--- src/rtl/core/pgm_pkg.sv ---
// Shared package of the particle mover step core: constants, request and register codes,
// arithmetic-unit command types and the saturation and table helpers.
// Depends on nothing; the arithmetic unit, the core and the testbench take their names from here.
`timescale 1ns / 1ps

package pgm_pkg;

  // Fixed-point format and reach limit.
  localparam int FRAC_BITS = 16;
  localparam logic [31:0] MAX_REACH = 32'd1638400;

  // CORDIC runs with 24 fraction bits of a degree; the result is rounded to FRAC_BITS.
  localparam int CORDIC_STEPS = 24;
  localparam int HSH = 24 - FRAC_BITS;
  localparam logic signed [35:0] HEAD_HALF = (36'sd1 <<< HSH) >>> 1;
  localparam logic signed [35:0] HEAD_LIM = 36'sd180 <<< FRAC_BITS;
  localparam logic signed [35:0] DEG24_90 = 36'sd1509949440;
  localparam logic signed [35:0] DEG24_180 = 36'sd3019898880;

  localparam logic signed [31:0] S32_MAX = 32'sh7FFF_FFFF;
  localparam logic signed [31:0] S32_MIN = 32'sh8000_0000;

  // Register reset values.
  localparam logic [30:0] OWN_MASS_RST = 31'd65536;
  localparam logic [30:0] SPEED_LIMIT_RST = 31'd655360;
  localparam logic [30:0] GRAVITY_GAIN_RST = 31'd65536;
  localparam logic [30:0] MIN_REACH_RST = 31'd327680;
  localparam logic signed [31:0] BOUND_LEFT_RST = 32'sd0;
  localparam logic signed [31:0] BOUND_TOP_RST = 32'sd0;
  localparam logic signed [31:0] BOUND_RIGHT_RST = 32'sd41943040;
  localparam logic signed [31:0] BOUND_BOTTOM_RST = 32'sd31457280;

  typedef enum logic [2:0] {
    REQ_FORCE   = 3'd0,
    REQ_TICK    = 3'd1,
    REQ_BOUNDS  = 3'd2,
    REQ_ATTRACT = 3'd3,
    REQ_REPEL   = 3'd4,
    REQ_PLACE   = 3'd5,
    REQ_SETVEL  = 3'd6,
    REQ_NONE    = 3'd7
  } req_code_t;

  typedef enum logic [2:0] {
    CFG_OWN_MASS     = 3'd0,
    CFG_SPEED_LIMIT  = 3'd1,
    CFG_GRAVITY_GAIN = 3'd2,
    CFG_MIN_REACH    = 3'd3,
    CFG_BOUND_LEFT   = 3'd4,
    CFG_BOUND_TOP    = 3'd5,
    CFG_BOUND_RIGHT  = 3'd6,
    CFG_BOUND_BOTTOM = 3'd7
  } cfg_index_t;

  typedef enum logic [1:0] {
    AR_MUL  = 2'd0,
    AR_DIV  = 2'd1,
    AR_SQRT = 2'd2
  } ar_op_t;

  // Command to the serial arithmetic unit. MUL uses opa[31:0] by opb,
  // DIV divides opa by opb, SQRT takes the root of opa.
  typedef struct packed {
    logic        start;
    ar_op_t      op;
    logic [63:0] opa;
    logic [31:0] opb;
  } ar_req_t;

  // Response: res holds product, quotient or root; rem holds the remainder.
  typedef struct packed {
    logic        done;
    logic [63:0] res;
    logic [31:0] rem;
  } ar_rsp_t;

  function automatic ar_req_t ar_call(ar_op_t op, logic [63:0] opa, logic [31:0] opb);
    ar_req_t r;
    r.start = 1'b1;
    r.op = op;
    r.opa = opa;
    r.opb = opb;
    return r;
  endfunction

  function automatic logic signed [65:0] sx66(logic signed [31:0] v);
    return {{34{v[31]}}, v};
  endfunction

  function automatic logic signed [31:0] sat32(logic signed [65:0] v);
    logic signed [31:0] r;
    if (v > sx66(S32_MAX)) r = S32_MAX;
    else if (v < sx66(S32_MIN)) r = S32_MIN;
    else r = v[31:0];
    return r;
  endfunction

  function automatic logic [31:0] mag32(logic signed [31:0] v);
    return v[31] ? (~v + 32'd1) : v;
  endfunction

  // Turns an unsigned magnitude and a sign into a saturated 32-bit value.
  function automatic logic signed [31:0] apply_sign(logic [63:0] m, logic neg);
    logic signed [65:0] w;
    w = $signed({2'b00, m});
    return sat32(neg ? -w : w);
  endfunction

  // Arctangent of 2^-i in degrees with 24 fraction bits.
  function automatic logic [31:0] atan_deg24(logic [4:0] i);
    logic [31:0] r;
    unique case (i)
      5'd0:  r = 32'd754974720;
      5'd1:  r = 32'd445687602;
      5'd2:  r = 32'd235489089;
      5'd3:  r = 32'd119537938;
      5'd4:  r = 32'd60000934;
      5'd5:  r = 32'd30029717;
      5'd6:  r = 32'd15018523;
      5'd7:  r = 32'd7509720;
      5'd8:  r = 32'd3754917;
      5'd9:  r = 32'd1877466;
      5'd10: r = 32'd938734;
      5'd11: r = 32'd469367;
      5'd12: r = 32'd234684;
      5'd13: r = 32'd117342;
      5'd14: r = 32'd58671;
      5'd15: r = 32'd29335;
      5'd16: r = 32'd14668;
      5'd17: r = 32'd7334;
      5'd18: r = 32'd3667;
      5'd19: r = 32'd1833;
      5'd20: r = 32'd917;
      5'd21: r = 32'd458;
      5'd22: r = 32'd229;
      5'd23: r = 32'd115;
      default: r = 32'd0;
    endcase
    return r;
  endfunction

endpackage

--- src/rtl/core/pgm_arith.sv ---
// Shared bit-serial arithmetic unit: 32x32 multiply, 64/32 divide and 64-bit square root.
// Depends on pgm_pkg for the command and response types.
`timescale 1ns / 1ps

module pgm_arith (
  input  logic             clk,
  input  logic             rst,
  input  pgm_pkg::ar_req_t req,
  output pgm_pkg::ar_rsp_t rsp
);

  logic             busy;
  logic             done;
  pgm_pkg::ar_op_t  op;
  logic [5:0]       cnt;
  logic [63:0]      sh_a;
  logic [63:0]      acc;
  logic [31:0]      sh_b;
  logic [34:0]      pr;

  logic [63:0] mul_sum;
  logic [32:0] div_try;
  logic        div_ge;
  logic [34:0] sq_try;
  logic [34:0] sq_trial;
  logic        sq_ge;

  // One step of each operation: add-and-shift, restoring divide, digit-pair root.
  assign mul_sum = acc + sh_a;
  assign div_try = {pr[31:0], sh_a[63]};
  assign div_ge = div_try >= {1'b0, sh_b};
  assign sq_try = {pr[32:0], sh_a[63:62]};
  assign sq_trial = {1'b0, acc[31:0], 2'b01};
  assign sq_ge = sq_try >= sq_trial;

  assign rsp.done = done;
  assign rsp.res = acc;
  assign rsp.rem = pr[31:0];

  // Sequencer: one bit of product or quotient, or one root bit, per cycle.
  always_ff @(posedge clk) begin
    if (rst) begin
      busy <= 1'b0;
      done <= 1'b0;
    end else begin
      done <= 1'b0;
      if (req.start) begin
        busy <= 1'b1;
        op <= req.op;
        acc <= '0;
        pr <= '0;
        sh_b <= req.opb;
        unique case (req.op)
          pgm_pkg::AR_MUL: begin
            sh_a <= {32'd0, req.opa[31:0]};
            cnt <= 6'd31;
          end
          pgm_pkg::AR_DIV: begin
            sh_a <= req.opa;
            cnt <= 6'd63;
          end
          pgm_pkg::AR_SQRT: begin
            sh_a <= req.opa;
            cnt <= 6'd31;
          end
          default: begin
            sh_a <= req.opa;
            cnt <= 6'd0;
          end
        endcase
      end else if (busy) begin
        unique case (op)
          pgm_pkg::AR_MUL: begin
            if (sh_b[0]) acc <= mul_sum;
            sh_a <= {sh_a[62:0], 1'b0};
            sh_b <= {1'b0, sh_b[31:1]};
          end
          pgm_pkg::AR_DIV: begin
            if (div_ge) begin
              pr <= {3'd0, 32'(div_try - {1'b0, sh_b})};
              acc <= {acc[62:0], 1'b1};
            end else begin
              pr <= {3'd0, div_try[31:0]};
              acc <= {acc[62:0], 1'b0};
            end
            sh_a <= {sh_a[62:0], 1'b0};
          end
          pgm_pkg::AR_SQRT: begin
            if (sq_ge) begin
              pr <= sq_try - sq_trial;
              acc <= {acc[62:0], 1'b1};
            end else begin
              pr <= sq_try;
              acc <= {acc[62:0], 1'b0};
            end
            sh_a <= {sh_a[61:0], 2'b00};
          end
          default: begin
            acc <= acc;
          end
        endcase
        cnt <= cnt - 6'd1;
        if (cnt == 6'd0) begin
          busy <= 1'b0;
          done <= 1'b1;
        end
      end
    end
  end

  // A new command only arrives when the unit is free.
  a_start_free: assert property (@(posedge clk) disable iff (rst) req.start |-> !busy)
    else $error("arith: command issued while busy");
  // Completions never come back to back: each operation first steps through all of its bits.
  a_done_single: assert property (@(posedge clk) disable iff (rst) done |=> !done)
    else $error("arith: two completions in a row");
  // Completion is reported only once the sequencer has stopped.
  a_done_idle: assert property (@(posedge clk) disable iff (rst) done |-> !busy)
    else $error("arith: completion while still busy");

endmodule

--- config.mk ---
export PLATFORM = sky130hd
export DESIGN_NAME = pgm_arith
export DESIGN_NICKNAME = d
export VERILOG_FILES = /design/src/rtl/core/pgm_pkg.sv /design/src/rtl/core/pgm_arith.sv
export SDC_FILE = /design/constraint.sdc
export NUM_CORES = 1
export LEC_CHECK = 0
export BUFFER_PORTS_ARGS = -buffer_cell sky130_fd_sc_hd__clkbuf_2
export CORE_MARGIN = 5
export CORE_UTILIZATION = 55
export CTS_CLUSTER_DIAMETER = 50
export DETAILED_ROUTE_END_ITERATION = 10
export PLACE_DENSITY = 0.8
export SYNTH_ARGS = -nofsm -noshare
export SYNTH_HDL_FRONTEND = slang
export SYNTH_SLANG_ARGS = --single-unit
--- constraint.sdc ---
create_clock -name clk -period 5.1 [get_ports clk]
set_input_delay 0.51 -clock clk [delete_from_list [all_inputs] [get_ports clk]]
set_output_delay 0.51 -clock clk [all_outputs]
set_load 0.05 [all_outputs]
==> results.txt <==
Die ar. - 0.03444 sq mm
CP startpoint - pr[0]
Arrival @ worst endpoint - 4440 ps
chip width - 185.6 um
Layout Area Growth over Synthesis - 12.05%
Avg WL per Cell - 19.28 um
CTS Hold Bufs - 0
DR pass1 iterations - 8
IR Drop Worst-Case VDD - 268.4 uV
Synthesized Nets - 2168
critical path class - reg2reg
Clk Tree Root Cell - clkbuf_16
Seq cells post-synth - 203
DRC Markers - 0
worst rel slew slack - 0.2067
largest net degree at the start of global routing - 123
synthesized area - 0.01696 sq mm
worst-skew pair later-pin latency - 560 ps
wirelength, routed - 47.54 mm
layout cell share with drive strength beyond 1 - 0.1440
Worst Max-Slew Pin Slew - 1187 ps
clock slew at reported path FFs - 60 ps
grt ovf - 0
Inserted Clock Buffers - 30
Critical Path RT - 5360 ps
global-route wire length before repair - 75.27 mm
number of synthesized flops with an enable pin - 201
Max Clock Skew - 15.69 ps
RSZ-0062 raised after global routing - no
# nets final - 2284
total clock sinks - 203
syn avg cell area - 8.780 sq um
setup bufs post-CTS - 0
Total GRT Usage - 0.2665
Synth Instances - 1931
antenna violations before repair - 3
Tmin final - 4182 ps
Final Max Slew Viols - 0
Leakage Power - 8.151 nW
Seq/Total Area, Yosys - 0.3583
TNS Setup - 0 ps
period utilisation layout - 0.8200
Initial Utilization - 0.5557
min-delay src - req[97]
CTS tree - built
core area - 0.03051 sq mm
Peak Freq - 0.2391 GHz
Final GP Congestion - 0.9390
type of origin of the critical path - flop
post-CTS sizing - 0
CP endpoint kind - flop
Max-Cap Viols - 0
PwrDens - 346.4 mW/mm^2
H-Tree Depth - 1
Vias per Instance - 6.142
num rows - 64
DIE HEIGHT - 185.6 um
Max clock buf depth - 3
total number of vias - 15145
min-delay worst type - in2reg
most used flip-flop cell after synthesis - edfxtp_1
Fin Hold WS - 185.7 ps
Top-Level Pins - 198
IO buf count - 197
Ys Warns - 0
crit path max fanout - 29
Async SR Flop Fraction - 0
most frequent cells in the layout - nand2_1 (226), edfxtp_1 (201), clkbuf_2 (196)
vias in the first global route - 14376
status - complete, no violations
DP HPWL - 35.49 mm
library cells used by synthesis - 78
final setup violation count - 0
DRT iter0 DRCs - 1694
ANT cells - 0
commonest non-fill, non-tap cell in the layout - nand2_1
Critical R2R Launch - pr[0]
final hold vios - 0
Post-DRT Antenna Nets - 0
## worst max-delay path: stages, from the launching register on
cell	delay (ps)
edfxtp_1	490
ha_1	350
nor2b_1	170
o31a_1	190
o31a_1	210
nor2_1	80
o31ai_1	350
a221o_1	370
a2111oi_4	110
nor2_4	650
buf_4	370
mux2_2	370
nor2_1	90
a311oi_1	70
## synthesized netlist by cell type, types with 9 or more instances
library cell,n,share of area
nand2b_1,10,0.0037
or3_1,9,0.0033
a22oi_1,31,0.014
nor2_1,128,0.028
xor2_1,44,0.023
o21a_1,20,0.0089
a21oi_1,153,0.045
nand3_1,36,0.011
xnor2_1,69,0.036
nor2b_1,19,0.0070
nor3_1,25,0.0074
a222oi_1,32,0.019
o21bai_1,20,0.0089
a211oi_1,11,0.0049
a21o_1,57,0.025
a311oi_1,11,0.0057
o21ai_0,180,0.053
o31ai_1,15,0.0066
mux2i_1,43,0.025
clkbuf_1,78,0.017
a31oi_1,18,0.0066
inv_1,137,0.030
nand4_1,27,0.010
ha_1,134,0.099
o211ai_1,19,0.0084
nand2_1,226,0.050
edfxtp_1,201,0.36
buf_4,33,0.015
## cells by family (layout without fill, tap and decap cells)
kind of cell / count (synthesis) / count (layout) / synth area share
compound gates: 640 / 640 / 0.2449
xor+xnor: 113 / 113 / 0.05837
fa+ha+maj: 136 / 136 / 0.1012
buf+inv: 268 / 407 / 0.06878
flops: 203 / 203 / 0.3584
mux: 50 / 50 / 0.03003
simple gates: 521 / 521 / 0.1383
## state kept, by name, summed over array words and instances (netlist names)
name  cells
acc      64
cnt       6
sh_b     32
busy      1
op        2
done      1
sh_a     64
pr       33
## power breakdown
| group | switching [W] | internal, W | total, W |
|---|---|---|---|
| Combinational | 0.00145 | 0.000839 | 0.00229 |
| Clock | 0.000800 | 0.00132 | 0.00212 |
| Sequential | 0.000143 | 0.00203 | 0.00217 |
## per-layer routing
| metal | GRT usage | vias to the layer above | wire length (um) |
|---|---|---|---|
| met2 | 0.4172 | 637 | 20700 |
| met1 | 0.3896 | 7048 | 21580 |
| li1 | - | 7364 | - |
| met5 | 0 | - | 41 |
| met4 | 0.07403 | 6 | 1277 |
| met3 | 0.03674 | 90 | 3934 |
## per-stage QoR
| step | worst slack, ps | cells | total power, W | utilization | cell area [sq um] |
|---|---|---|---|---|---|
| floorplan | 596.4 | 1931 | 0.003928 | - | 16960 |
| global placement | 1095 | 2411 | 0.004410 | 0.5891 | 17970 |
| detailed placement | 994.5 | 2411 | 0.004449 | 0.5891 | 17970 |
| CTS | 967.8 | 2466 | 0.006584 | 0.6227 | 19000 |
| global route | 620.9 | 2466 | 0.006915 | 0.6227 | 19000 |
| finish | 918.3 | 2466 | 0.006581 | 0.6227 | 19000 |
## final timing paths
| check | depth (start not counted) | end | slack, ps |
|---|---|---|---|
| worst max-delay path | 13 | pr[4] | 920 |
| worst min-delay path | 1 | op[1] | 190 |
| worst max register to register | 13 | pr[4] | 920 |
| worst min register to register | 2 | busy | 550 |
## final cells by class
cell class                 count  area (sq um)
tap                          396         495.5
clock buffer                  34         787.0
timing repair buffer         213          1125
clock inverter                21         239.0
inverter                     139         521.8
sequential                   203          6076
multi-input combinational   1460          9754
fill                        2638         11510
No activity file was read; power rests on OpenSTA's default activity.
